--- config.mk ---
export PLATFORM = sky130hd
export DESIGN_NAME = joystick_nav_event_qualifier_top_flat
export DESIGN_NICKNAME = d
export VERILOG_FILES = /design/src/rtl/jnq_pkg.sv /design/src/rtl/jnq_if.sv /design/src/rtl/jnq_cfg_regs.sv /design/src/rtl/jnq_deflect.sv /design/src/rtl/jnq_core.sv /design/src/rtl/joystick_nav_event_qualifier_top.sv /design/src/flat_wrapper.sv
export VERILOG_INCLUDE_DIRS = /design/src /design/src/rtl
export SDC_FILE = /design/constraint.sdc
export NUM_CORES = 1
export LEC_CHECK = 0
export ABC_AREA = 1
export BUFFER_PORTS_ARGS = -buffer_cell sky130_fd_sc_hd__buf_4
export CAP_MARGIN = 20
export CORE_MARGIN = 2
export CORE_UTILIZATION = 28
export CTS_CLUSTER_DIAMETER = 200
export CTS_CLUSTER_SIZE = 28
export DETAILED_ROUTE_END_ITERATION = 6
export PLACE_DENSITY = 0.42
export SYNTH_ARGS = -nofsm -noshare
export SYNTH_HDL_FRONTEND = slang
export SYNTH_SLANG_ARGS = --single-unit
--- constraint.sdc ---
create_clock -name clk -period 4.8 [get_ports clk]
set_clock_uncertainty 0.1 [all_clocks]
set_input_delay 0.48 -clock clk [delete_from_list [all_inputs] [get_ports clk]]
set_output_delay 0.48 -clock clk [all_outputs]
set_load 0.01 [all_outputs]
--- src/rtl/joystick_nav_event_qualifier_top_defines.svh ---
// assertion macros used by jnq_core
`ifndef JOYSTICK_NAV_EVENT_QUALIFIER_TOP_DEFINES_SVH
`define JOYSTICK_NAV_EVENT_QUALIFIER_TOP_DEFINES_SVH

// same-cycle implication
`define JNQ_ASSERT_NOW(lbl, clk, rst, ante, cons, msg) \
  lbl: assert property (@(posedge clk) disable iff (rst) (ante) |-> (cons)) else $error(msg);

// next-cycle implication
`define JNQ_ASSERT_NEXT(lbl, clk, rst, ante, cons, msg) \
  lbl: assert property (@(posedge clk) disable iff (rst) (ante) |=> (cons)) else $error(msg);

`endif

--- src/rtl/jnq_pkg.sv ---
package jnq_pkg;

  localparam int SAMPLE_BITS_DEF = 12;
  localparam int TIME_BITS       = 32;
  localparam int HOLD_BITS       = 16;
  localparam int EVENT_BITS      = 3;
  localparam int APB_DATA_BITS   = 32;
  localparam int PADDR_BITS      = 4;

  localparam int CENTER_X_RESET  = 1955;
  localparam int CENTER_Y_RESET  = 1880;
  localparam int DEADZONE_RESET  = 400;
  localparam int LONG_PRESS_RESET = 600;

  typedef enum logic [EVENT_BITS-1:0] {
    EV_NONE  = 3'd0,
    EV_UP    = 3'd1,
    EV_DOWN  = 3'd2,
    EV_LEFT  = 3'd3,
    EV_RIGHT = 3'd4,
    EV_OK    = 3'd5,
    EV_BACK  = 3'd6,
    EV_SHOT  = 3'd7
  } jnq_event_t;

  typedef enum logic [1:0] {
    REG_CENTER_X   = 2'd0,
    REG_CENTER_Y   = 2'd1,
    REG_DEADZONE   = 2'd2,
    REG_LONG_PRESS = 2'd3
  } jnq_reg_idx_t;

  typedef struct packed {
    logic       off;
    jnq_event_t dir;
  } jnq_deflect_t;

endpackage

--- src/rtl/jnq_if.sv ---
interface jnq_in_if
  import jnq_pkg::*;
#(
  parameter int SAMPLE_BITS = SAMPLE_BITS_DEF
) ();
  logic                   valid;
  logic                   ready;
  logic [SAMPLE_BITS-1:0] sample_x;
  logic [SAMPLE_BITS-1:0] sample_y;
  logic                   switch_pressed;
  logic [TIME_BITS-1:0]   now_ms;

  modport source (output valid, sample_x, sample_y, switch_pressed, now_ms, input ready);
  modport sink (input valid, sample_x, sample_y, switch_pressed, now_ms, output ready);
endinterface

interface jnq_out_if
  import jnq_pkg::*;
();
  logic                  valid;
  logic                  ready;
  logic [EVENT_BITS-1:0] event_code;

  modport source (output valid, event_code, input ready);
  modport sink (input valid, event_code, output ready);
endinterface

--- src/rtl/jnq_cfg_regs.sv ---
module jnq_cfg_regs
  import jnq_pkg::*;
#(
  parameter int SAMPLE_BITS = SAMPLE_BITS_DEF
) (
  input  logic                     clk,
  input  logic                     rst,
  input  logic                     psel,
  input  logic                     penable,
  input  logic                     pwrite,
  input  logic [PADDR_BITS-1:0]    paddr,
  input  logic [APB_DATA_BITS-1:0] pwdata,
  output logic [APB_DATA_BITS-1:0] prdata,
  output logic                     pready,
  output logic [SAMPLE_BITS-1:0]   center_x,
  output logic [SAMPLE_BITS-1:0]   center_y,
  output logic [SAMPLE_BITS-1:0]   deadzone,
  output logic [HOLD_BITS-1:0]     long_press_ms
);

  jnq_reg_idx_t reg_idx;
  logic         wr_en;

  assign pready  = 1'b1;
  assign reg_idx = jnq_reg_idx_t'(paddr[3:2]);
  assign wr_en   = psel && penable && pwrite && pready;

  always_ff @(posedge clk) begin
    if (rst) begin
      center_x      <= SAMPLE_BITS'(CENTER_X_RESET);
      center_y      <= SAMPLE_BITS'(CENTER_Y_RESET);
      deadzone      <= SAMPLE_BITS'(DEADZONE_RESET);
      long_press_ms <= HOLD_BITS'(LONG_PRESS_RESET);
    end else if (wr_en) begin
      unique case (reg_idx)
        REG_CENTER_X:   center_x      <= pwdata[SAMPLE_BITS-1:0];
        REG_CENTER_Y:   center_y      <= pwdata[SAMPLE_BITS-1:0];
        REG_DEADZONE:   deadzone      <= pwdata[SAMPLE_BITS-1:0];
        REG_LONG_PRESS: long_press_ms <= pwdata[HOLD_BITS-1:0];
        default: ;
      endcase
    end
  end

  always_comb begin
    unique case (reg_idx)
      REG_CENTER_X:   prdata = APB_DATA_BITS'(center_x);
      REG_CENTER_Y:   prdata = APB_DATA_BITS'(center_y);
      REG_DEADZONE:   prdata = APB_DATA_BITS'(deadzone);
      REG_LONG_PRESS: prdata = APB_DATA_BITS'(long_press_ms);
      default:        prdata = '0;
    endcase
  end

endmodule

--- src/rtl/jnq_deflect.sv ---
module jnq_deflect
  import jnq_pkg::*;
#(
  parameter int SAMPLE_BITS = SAMPLE_BITS_DEF
) (
  input  logic [SAMPLE_BITS-1:0] sample_x,
  input  logic [SAMPLE_BITS-1:0] sample_y,
  input  logic [SAMPLE_BITS-1:0] center_x,
  input  logic [SAMPLE_BITS-1:0] center_y,
  input  logic [SAMPLE_BITS-1:0] deadzone,
  output jnq_deflect_t           deflect
);

  logic signed [SAMPLE_BITS:0] dx;
  logic signed [SAMPLE_BITS:0] dy;
  logic        [SAMPLE_BITS:0] mag_x;
  logic        [SAMPLE_BITS:0] mag_y;
  logic        [SAMPLE_BITS:0] dz;

  assign dx    = $signed({1'b0, sample_x}) - $signed({1'b0, center_x});
  assign dy    = $signed({1'b0, sample_y}) - $signed({1'b0, center_y});
  assign mag_x = dx[SAMPLE_BITS] ? $unsigned(-dx) : $unsigned(dx);
  assign mag_y = dy[SAMPLE_BITS] ? $unsigned(-dy) : $unsigned(dy);
  assign dz    = {1'b0, deadzone};

  always_comb begin
    deflect.off = (mag_x > dz) || (mag_y > dz);
    deflect.dir = EV_NONE;
    if (deflect.off) begin
      // x wins ties
      if (mag_x >= mag_y) begin
        deflect.dir = dx[SAMPLE_BITS] ? EV_LEFT : EV_RIGHT;
      end else begin
        deflect.dir = dy[SAMPLE_BITS] ? EV_UP : EV_DOWN;
      end
    end
  end

endmodule

--- src/rtl/jnq_core.sv ---
`include "joystick_nav_event_qualifier_top_defines.svh"

module jnq_core
  import jnq_pkg::*;
#(
  parameter int SAMPLE_BITS = SAMPLE_BITS_DEF
) (
  input  logic                   clk,
  input  logic                   rst,
  input  logic                   in_valid,
  output logic                   in_ready,
  input  logic [SAMPLE_BITS-1:0] in_x,
  input  logic [SAMPLE_BITS-1:0] in_y,
  input  logic                   in_pressed,
  input  logic [TIME_BITS-1:0]   in_now,
  output logic                   out_valid,
  input  logic                   out_ready,
  output jnq_event_t             out_code,
  input  logic [SAMPLE_BITS-1:0] center_x,
  input  logic [SAMPLE_BITS-1:0] center_y,
  input  logic [SAMPLE_BITS-1:0] deadzone,
  input  logic [HOLD_BITS-1:0]   long_press_ms
);

  // input stage
  logic                   s1_valid;
  logic [SAMPLE_BITS-1:0] s1_x;
  logic [SAMPLE_BITS-1:0] s1_y;
  logic                   s1_pressed;
  logic [TIME_BITS-1:0]   s1_now;

  // qualifier state
  logic                 direction_latched;
  logic                 switch_held;
  logic                 long_press_sent;
  logic                 chord_active;
  logic [TIME_BITS-1:0] press_start_ms;

  logic                 direction_latched_next;
  logic                 switch_held_next;
  logic                 long_press_sent_next;
  logic                 chord_active_next;
  logic [TIME_BITS-1:0] press_start_ms_next;
  jnq_event_t           code_next;

  jnq_deflect_t         deflect;
  logic                 advance;
  logic                 fire;
  logic                 emit_dir;
  logic                 fresh;
  logic                 lps_eff;
  logic                 chord_eff;
  logic [TIME_BITS-1:0] start_eff;
  logic [TIME_BITS-1:0] elapsed;

  assign advance  = !out_valid || out_ready;
  assign fire     = s1_valid && advance;
  assign in_ready = !s1_valid || advance;

  always_ff @(posedge clk) begin
    if (rst) begin
      s1_valid <= 1'b0;
    end else if (in_ready) begin
      s1_valid <= in_valid;
    end
  end

  always_ff @(posedge clk) begin
    if (in_ready && in_valid) begin
      s1_x       <= in_x;
      s1_y       <= in_y;
      s1_pressed <= in_pressed;
      s1_now     <= in_now;
    end
  end

  jnq_deflect #(
    .SAMPLE_BITS (SAMPLE_BITS)
  ) u_deflect (
    .sample_x (s1_x),
    .sample_y (s1_y),
    .center_x (center_x),
    .center_y (center_y),
    .deadzone (deadzone),
    .deflect  (deflect)
  );

  assign emit_dir  = deflect.off && !direction_latched && !s1_pressed;
  assign fresh     = s1_pressed && !switch_held;
  assign lps_eff   = fresh ? 1'b0 : long_press_sent;
  assign chord_eff = fresh ? 1'b0 : chord_active;
  assign start_eff = fresh ? s1_now : press_start_ms;
  assign elapsed   = s1_now - start_eff;

  always_comb begin
    direction_latched_next = direction_latched;
    switch_held_next       = switch_held;
    long_press_sent_next   = long_press_sent;
    chord_active_next      = chord_active;
    press_start_ms_next    = press_start_ms;
    code_next              = EV_NONE;
    if (emit_dir) begin
      // direction wins the poll, nothing else moves
      direction_latched_next = 1'b1;
      code_next              = deflect.dir;
    end else begin
      if (!deflect.off) begin
        direction_latched_next = 1'b0;
      end
      if (s1_pressed) begin
        switch_held_next     = 1'b1;
        long_press_sent_next = lps_eff;
        chord_active_next    = chord_eff;
        press_start_ms_next  = start_eff;
        if (fresh && deflect.dir == EV_UP) begin
          chord_active_next = 1'b1;
          code_next         = EV_SHOT;
        end else if (!lps_eff && !chord_eff &&
                     elapsed >= TIME_BITS'(long_press_ms)) begin
          long_press_sent_next = 1'b1;
          code_next            = EV_BACK;
        end
      end else if (switch_held) begin
        switch_held_next  = 1'b0;
        chord_active_next = 1'b0;
        if (!long_press_sent && !chord_active) begin
          code_next = EV_OK;
        end
      end
    end
  end

  always_ff @(posedge clk) begin
    if (rst) begin
      direction_latched <= 1'b0;
      switch_held       <= 1'b0;
      long_press_sent   <= 1'b0;
      chord_active      <= 1'b0;
      press_start_ms    <= '0;
    end else if (fire) begin
      direction_latched <= direction_latched_next;
      switch_held       <= switch_held_next;
      long_press_sent   <= long_press_sent_next;
      chord_active      <= chord_active_next;
      press_start_ms    <= press_start_ms_next;
    end
  end

  // result register
  always_ff @(posedge clk) begin
    if (rst) begin
      out_valid <= 1'b0;
    end else if (fire) begin
      out_valid <= 1'b1;
    end else if (out_ready) begin
      out_valid <= 1'b0;
    end
  end

  always_ff @(posedge clk) begin
    if (fire) begin
      out_code <= code_next;
    end
  end

  `JNQ_ASSERT_NOW(a_chord_needs_hold, clk, rst, chord_active, switch_held, "chord without hold")
  `JNQ_ASSERT_NOW(a_chord_not_back, clk, rst, chord_active, !long_press_sent, "chord and back")
  `JNQ_ASSERT_NEXT(a_back_flag, clk, rst, fire && code_next == EV_BACK, long_press_sent, "back")
  `JNQ_ASSERT_NEXT(a_dir_latches, clk, rst, fire && emit_dir, direction_latched, "direction latch")
  `JNQ_ASSERT_NOW(a_ready_when_empty, clk, rst, !out_valid, in_ready, "input blocked")

endmodule

--- src/rtl/joystick_nav_event_qualifier_top.sv ---
// channel     role  payload
// sample_in   sink  sample_x, sample_y, switch_pressed, now_ms
// event_out   src   event_code
// apb         cfg   center_x, center_y, deadzone, long_press_ms
//
// one transaction in, one out, one every cycle unless event_out stalls
// two registers in the path, input register then result register
// a stalled result holds the input register; a third transaction waits
// rst is synchronous and clears the qualifier flags and valid bits
module joystick_nav_event_qualifier_top
  import jnq_pkg::*;
#(
  parameter int SAMPLE_BITS = SAMPLE_BITS_DEF
) (
  input  logic                     clk,
  input  logic                     rst,
  jnq_in_if.sink                   sample_in,
  jnq_out_if.source                event_out,
  input  logic                     psel,
  input  logic                     penable,
  input  logic                     pwrite,
  input  logic [PADDR_BITS-1:0]    paddr,
  input  logic [APB_DATA_BITS-1:0] pwdata,
  output logic [APB_DATA_BITS-1:0] prdata,
  output logic                     pready
);

  logic [SAMPLE_BITS-1:0] center_x;
  logic [SAMPLE_BITS-1:0] center_y;
  logic [SAMPLE_BITS-1:0] deadzone;
  logic [HOLD_BITS-1:0]   long_press_ms;
  jnq_event_t             code;

  jnq_cfg_regs #(
    .SAMPLE_BITS (SAMPLE_BITS)
  ) u_cfg_regs (
    .clk           (clk),
    .rst           (rst),
    .psel          (psel),
    .penable       (penable),
    .pwrite        (pwrite),
    .paddr         (paddr),
    .pwdata        (pwdata),
    .prdata        (prdata),
    .pready        (pready),
    .center_x      (center_x),
    .center_y      (center_y),
    .deadzone      (deadzone),
    .long_press_ms (long_press_ms)
  );

  jnq_core #(
    .SAMPLE_BITS (SAMPLE_BITS)
  ) u_core (
    .clk           (clk),
    .rst           (rst),
    .in_valid      (sample_in.valid),
    .in_ready      (sample_in.ready),
    .in_x          (sample_in.sample_x),
    .in_y          (sample_in.sample_y),
    .in_pressed    (sample_in.switch_pressed),
    .in_now        (sample_in.now_ms),
    .out_valid     (event_out.valid),
    .out_ready     (event_out.ready),
    .out_code      (code),
    .center_x      (center_x),
    .center_y      (center_y),
    .deadzone      (deadzone),
    .long_press_ms (long_press_ms)
  );

  assign event_out.event_code = code;

endmodule

--- src/flat_wrapper.sv ---
// flat-port wrapper written by rule: the top's interface ports become plain ports
module joystick_nav_event_qualifier_top_flat import jnq_pkg::*;
#(
  parameter int SAMPLE_BITS = SAMPLE_BITS_DEF
)
  (clk, rst, psel, penable, pwrite, paddr, pwdata, prdata, pready, sample_in_valid, sample_in_sample_x, sample_in_sample_y, sample_in_switch_pressed, sample_in_now_ms, sample_in_ready, event_out_valid, event_out_event_code, event_out_ready);
  jnq_in_if #(.SAMPLE_BITS(SAMPLE_BITS)) sample_in_i ();
  jnq_out_if event_out_i ();
  input  logic clk;
  input  logic rst;
  input  logic psel;
  input  logic penable;
  input  logic pwrite;
  input  logic [PADDR_BITS-1:0] paddr;
  input  logic [APB_DATA_BITS-1:0] pwdata;
  output logic [APB_DATA_BITS-1:0] prdata;
  output logic pready;
  input wire logic [$bits(sample_in_i.valid)-1:0] sample_in_valid;
  input wire logic [$bits(sample_in_i.sample_x)-1:0] sample_in_sample_x;
  input wire logic [$bits(sample_in_i.sample_y)-1:0] sample_in_sample_y;
  input wire logic [$bits(sample_in_i.switch_pressed)-1:0] sample_in_switch_pressed;
  input wire logic [$bits(sample_in_i.now_ms)-1:0] sample_in_now_ms;
  output wire logic [$bits(sample_in_i.ready)-1:0] sample_in_ready;
  output wire logic [$bits(event_out_i.valid)-1:0] event_out_valid;
  output wire logic [$bits(event_out_i.event_code)-1:0] event_out_event_code;
  input wire logic [$bits(event_out_i.ready)-1:0] event_out_ready;
  assign sample_in_i.valid = sample_in_valid;
  assign sample_in_i.sample_x = sample_in_sample_x;
  assign sample_in_i.sample_y = sample_in_sample_y;
  assign sample_in_i.switch_pressed = sample_in_switch_pressed;
  assign sample_in_i.now_ms = sample_in_now_ms;
  assign sample_in_ready = sample_in_i.ready;
  assign event_out_valid = event_out_i.valid;
  assign event_out_event_code = event_out_i.event_code;
  assign event_out_i.ready = event_out_ready;
  joystick_nav_event_qualifier_top #(.SAMPLE_BITS(SAMPLE_BITS)) u_core (.clk(clk), .rst(rst), .sample_in(sample_in_i), .event_out(event_out_i), .psel(psel), .penable(penable), .pwrite(pwrite), .paddr(paddr), .pwdata(pwdata), .prdata(prdata), .pready(pready));
endmodule
## After elaboration in Yosys (flattened, before gate mapping)

Index checks and enable logic that the tools add are counted.

- Add/sub/neg operators: 5
- Magnitude comparators: 4
- Equality and inequality tests: 5
- Mux-type cells: 26
- Bitwise operators: 1
- Reductions and logical operators: 34

Operators with widths:

| operator | count |
|---|---|
| $pmux 32 s4 | 1 |
| $ge 32x16->1 | 1 |
| $mux 32 | 1 |
| $sub 32x32->32 | 1 |
| $mux 3 | 9 |
| $gt 13x12->1 | 2 |
| $mux 13 | 2 |
| $neg 13->13 | 2 |
| $sub 12x12->13 | 2 |
| $ge 13x13->1 | 1 |
| $mux 1 | 12 |
| $reduce_and 2->1 | 6 |
| $logic_and 1x1->1 | 11 |
| $logic_not 1->1 | 9 |
| $reduce_and 3->1 | 2 |
| $eq 2x2->1 const B | 2 |
| $reduce_bool 2->1 | 2 |
| $eq 3x1->1 const B | 1 |
| $logic_or 1x1->1 | 3 |
| $eq 2x1->1 const B | 1 |
| $logic_not 2->1 | 1 |
| $mux 2 | 1 |
| $ne 2x1->1 const B | 1 |
| $not 1->1 | 1 |

- Bits in registers: 150
- Input port bits: 100
- Output and inout port bits: 38
- Logic and storage cells: 91

## Longest topological paths before layout

- Depth after elaboration: 11
- Depth in mapped cells: 34
- Gate-level depth less buffers: 33

## Hierarchy

Synthesis repeated with hierarchy kept, for this count alone.

- Cell total of the unflattened synthesis: 1798
- Area total of the unflattened synthesis: 11870.1 um^2

Modules (own cells, without submodules):

| module | times used | cells an instance | area an instance (um^2) | sequential area each (um^2) |
|---|---|---|---|---|
| jnq_core | 1 | 889 | 6437.4 | 2562.5 |
| jnq_deflect | 1 | 525 | 2921.6 | 0.0 |
| jnq_cfg_regs | 1 | 384 | 2511.2 | 1041.0 |

## Worst setup path before layout

OpenSTA, ideal clock, no wires.

- Path type: register to register
- From: reg u_core.u_core.s1_pressed
- To: reg u_core.u_core.out_code[2], data pin
- Library setup time: 258 ps
- Arrival: 3587 ps
- Required time: 4442 ps
- Path slack: 856 ps
- Stages on the path, launching flop included: 27
- Buffers on the path: 2
- Clock period less this slack: 3944 ps
- Cells stage by stage: edfxtp_1 > nand2_1 > clkbuf_1 > clkbuf_1 > nand2_1 > o21ai_0 > ha_1 > inv_1 > fa_1 > nand3_1 > nand3_1 > nand2_1 > nand2_1 > nand2_1 > nand2_1 > xor2_1 > ha_1 > nand2_1 > inv_1 > nand3_1 > nor3_1 > a221oi_1 > nand4_1 > nand2_1 > nand2_1 > nand2_1 > a21oi_1

- Cells in the longest elaborated chain, start to end: 9
- Elaborated cells between the ends (all ways): 17
- Those cells by class: 1 x add/sub; 1 x order compare; 7 x mux; 8 x reduce/logical

Ends and longest elaborated chain:

| element | RTL line | source |
|---|---|---|
| start: declaration | jnq_core.sv:29 | `logic s1_pressed;` |
| start signal: assignment | jnq_core.sv:72 | `s1_pressed <= in_pressed;` |
| $logic_and 1x1->1 | jnq_core.sv:89 | `assign fresh = s1_pressed && !switch_held;` |
| $mux 32 | jnq_core.sv:92 | `assign start_eff = fresh ? s1_now : press_start_ms;` |
| via u_core.u_core.start_eff[0] | jnq_core.sv:53 | `logic [TIME_BITS-1:0] start_eff;` |
| $sub 32x32->32 | jnq_core.sv:93 | `assign elapsed = s1_now - start_eff;` |
| $ge 32x16->1 | jnq_core.sv:119 | `elapsed >= TIME_BITS'(long_press_ms)) begin` |
| $logic_and 1x1->1 | jnq_core.sv:118 | `end else if (!lps_eff && !chord_eff &&` |
| $mux 3 | jnq_core.sv:118 |  |
| $mux 3 | jnq_core.sv:115 | `if (fresh && deflect.dir == EV_UP) begin` |
| $mux 3 | jnq_core.sv:110 | `if (s1_pressed) begin` |
| $mux 3 | jnq_core.sv:102 | `if (emit_dir) begin` |
| via u_core.u_core.code_next[2] | jnq_core.sv:44 | `jnq_event_t code_next;` |
| end signal: assignment | jnq_core.sv:162 | `out_code <= code_next;` |
| end: declaration | jnq_core.sv:18 | `output jnq_event_t out_code,` |

The timed path passes the listed nets, and every way through them passes these cells.
A chain may end at the register's enable or synchronous reset.

## Final worst setup path

- From: reg u_core.u_core.s1_pressed
- To: reg u_core.u_core.out_code[2], data pin

- Cells in the longest elaborated chain, start to end: 9
- Elaborated cells between the ends (all ways): 17
- Those cells by class: 1 x add/sub; 1 x order compare; 7 x mux; 8 x reduce/logical

Ends and longest elaborated chain:

| element | RTL line |
|---|---|
| $logic_and 1x1->1 | jnq_core.sv:89 |
| $mux 32 (tied with other cells) | jnq_core.sv:92 |
| $sub 32x32->32 / $logic_not 1->1 (equally long branches) | jnq_core.sv:93, jnq_core.sv:118 |
| $ge 32x16->1 / $logic_and 1x1->1 (equally long branches) | jnq_core.sv:119, jnq_core.sv:118 |
| $logic_and 1x1->1 | jnq_core.sv:118 |
| $mux 3 | jnq_core.sv:118 |
| $mux 3 | jnq_core.sv:115 |
| $mux 3 | jnq_core.sv:110 |
| $mux 3 * | jnq_core.sv:102 |
| via u_core.u_core.code_next[2] | jnq_core.sv:44 |

The timed path passes the listed nets; every way through them passes the cells marked *.

==> results.cfg <==
[global_route]
antenna_found_initial = 0
grt.total_usage = 0.171
overflow = 0
grt_pass1_vias = 9687
grt_pass1_wl_mm = 54.6
grt_max_degree = 53

[layout]
drive_gt1_frac = 0.0913
final_nets = 2018
syn_to_final_growth_pct = 16.9
antenna-diode-count = 0
final_cells = 2350

[synth]
ys_types = 43
postSynthAreaPerCell_sq_um = 6.72
synth-async-reset-ratio = 0
ys.warnings.count = 0
synth_edf_count = 60
synth-seq-cells = 150
ys.flop_type = dfxtp_1
syn_inst = 1708
syn_area_sq_um = 11500
yosysSeqAreaShare = 0.314

[timing]
min_period_ns = 4.34
worst_pin_slew_ns = 0.898
tns_ns = 0
relSlewSlack = 0.401
finalCritPeriodShare = 0.904
hold_violations = 0
clock.fmax_mhz = 231
setup_viol_count_final = 0
rsz0062_at_grt = no
slew_viol_final = 0

[power_and_ir_drop]
finalPower_uw = 4200
p_leak_uw = 0.00676
ir_drop_mv = 0.188
power_density_nw_per_um2 = 313

[die]
dieWidth_microns = 207
core_sq_um = 40600
start_util = 0.282
fp.dieH_microns = 207
top_level_ports = 138
rows = 74
die_area_sq_um = 42600

[detailed_routing]
wl_mm = 35.1
drtIter0Drc = 637
wl_per_cell_microns = 15.0
vias_per_cell = 4.42
dr.pass1.iters = 6
drc = 0
antenna_left = 0
vias = 10400

[clock_network]
clock_latency_ns = 0.47
cts_tree = yes
clock_path_buffers = 2
clock_sinks = 150
htreeDepth = 4
clk_pin_slew_ns = 0.08
cts_made_buffers = 17
clk_root_buffer_cell = clkbuf_16

[placement]
port_buffers = 102
dp.cells = 2317
hpwl_mm = 28.9
gp_congestion = 0.867

[setup_path]
rrSetupSlack_ns = 0.46
slowest_delay_ns = 0.50
path_buf_inv = 3
crit_top_cell = nand2_1
start_kind = flop
path_class = flop to flop
end_kind = flop
crit_required_ns = 4.92
path_delay_family = simple AND/OR/NAND/NOR gates
critPathMaxFanout = 30
worstPathArrival_ns = 4.46
cp_cell_sequence = nand2_2, buf_12, o21ai_0, ha_1, nand2_1, nand2_1, inv_1, nand2_1, nand2_1, nand2_1, nand2_1, nand2_1, xor2_1, ha_1, nand2_1, inv_1, nand3_1, nor3_1, a221oi_1, nand4_1, nand2_1, nand2_1, nand2_1, a21oi_1
cpMaxStageDelayCell = a221oi_1

[min_path]
hp-class = primary input to flop

[outcome]
run_status = finished clean

[flow_run]
drv_cap = 0
-- Yosys cell counts, types with 9 or more instances --
| library cell | count | area, sq um |
|---|---|---|
| dfxtp_1 | 90 | 1800 |
| nand4_1 | 21 | 131 |
| nand2_1 | 539 | 2020 |
| edfxtp_1 | 60 | 1800 |
| a21oi_1 | 123 | 616 |
| buf_4 | 17 | 128 |
| inv_1 | 303 | 1140 |
| clkbuf_1 | 29 | 109 |
| o211ai_1 | 21 | 158 |
| ha_1 | 110 | 1380 |
| nor2_1 | 115 | 432 |
| nand3_1 | 67 | 335 |
| xor2_1 | 37 | 324 |
| xnor2_1 | 9 | 78.8 |
| o21ai_0 | 99 | 495 |
| nor3_1 | 9 | 45.0 |
-- state kept, by name, summed over array words and instances (netlist names), 12 cells and up --
name / cells
u_core.u_cfg_regs.long_press_ms: 16
u_core.u_core.press_start_ms: 32
u_core.u_core.s1_y: 12
u_core.u_cfg_regs.center_y: 12
u_core.u_cfg_regs.deadzone: 12
u_core.u_core.s1_x: 12
u_core.u_core.s1_now: 32
u_core.u_cfg_regs.center_x: 12
-- placed cells by master (no fill, tap or decap), types with 5 or more instances in the layout --
master,n
a21oi_1,123
and2_1,5
buf_4,112
clkbuf_16,19
conb_1,17
dfxtp_1,90
edfxtp_1,60
ha_1,110
inv_1,301
nand2_1,538
nand3_1,67
nand3b_1,6
nand4_1,21
nor2_1,114
nor3_1,9
o211ai_1,21
o21ai_0,99
o22ai_1,6
xnor2_1,8
xor2_1,37
-- cell families (layout without fill, tap and decap cells) --
logic type / Yosys count / in the layout / synth area share
buffers and inverters: 354 / 449 / 0.121
XOR/XNOR: 49 / 49 / 0.0393
adder cells (fa/ha/maj): 113 / 113 / 0.125
AND/OR/NAND/NOR: 778 / 778 / 0.278
other: 2 / 17 / 0.000654
AO/OA/AOI/OAI: 262 / 262 / 0.122
flip-flops: 150 / 150 / 0.314
-- layout make-up --
type | instances | area [sq um]
fill | 4472 | 27200
multi-input combinational | 1219 | 6560
sequential | 150 | 3600
inverter | 304 | 1140
timing repair buffer | 113 | 861
tap | 532 | 666
clock buffer | 20 | 479
clock inverter | 12 | 114
-- timing repair --
| action | CTS | global route |
|---|---|---|
| gates resized for setup | 0 | 1 |
| hold endpoints to repair | 0 | 0 |
| endpoints found under the setup margin | 0 | 2 |
| setup buffers | 0 | 0 |
| hold buffers | 0 | 0 |
-- through the flow --
stage / setup WS [ns] / util / hold slack, ns / cell area, sq um
after floorplan: 0.856 / - / 0.327 / 11500
after global placement: 0.442 / 0.315 / 0.334 / 12800
after global routing: 0.0363 / 0.330 / 0.0558 / 13400
final: 0.463 / 0.330 / 0.0755 / 13400
after CTS: 0.426 / 0.330 / 0.0465 / 13400
after detailed placement: 0.490 / 0.315 / 0.341 / 12800
-- final timing paths --
kind | end | depth (start not counted) | from
max | u_core.u_core.out_code[2] | 24 | u_core.u_core.s1_pressed
min | u_core.u_core.s1_x[3] | 1 | sample_in_sample_x[3]
max reg2reg | u_core.u_core.out_code[2] | 24 | u_core.u_core.s1_pressed
min reg2reg | u_core.u_core.press_start_ms[27] | 2 | u_core.u_core.press_start_ms[27]
-- worst reg2reg max path: stages (launching register included) --
cell and delay [ns]:
edfxtp_1 0.41, nand2_2 0.13, buf_12 0.18, o21ai_0 0.45
ha_1 0.24, nand2_1 0.05, nand2_1 0.08, inv_1 0.04
nand2_1 0.13, nand2_1 0.07, nand2_1 0.15, nand2_1 0.07
nand2_1 0.13, xor2_1 0.27, ha_1 0.30, nand2_1 0.08
inv_1 0.04, nand3_1 0.08, nor3_1 0.07, a221oi_1 0.50
nand4_1 0.19, nand2_1 0.12, nand2_1 0.07, nand2_1 0.08
a21oi_1 0.07
-- power breakdown --
| part | internal, uW | total [uW] | switching [uW] | leakage [uW] |
|---|---|---|---|---|
| Clock | 780 | 1380 | 602 | 0.000292 |
| Combinational | 508 | 1400 | 892 | 0.00515 |
| Sequential | 1390 | 1420 | 28.8 | 0.00132 |
| Total | 2680 | 4200 | 1520 | 0.00676 |
-- layer usage --
| layer | up-vias | track usage | wire (microns) |
|---|---|---|---|
| met5 | - | 0 | 0 |
| met4 | 0 | 0.0393 | 393 |
| met3 | 22 | 0.0319 | 1350 |
| met2 | 173 | 0.251 | 14600 |
| met1 | 4596 | 0.256 | 18800 |
| li1 | 5601 | - | - |
(Power assumes the default switching activity.)
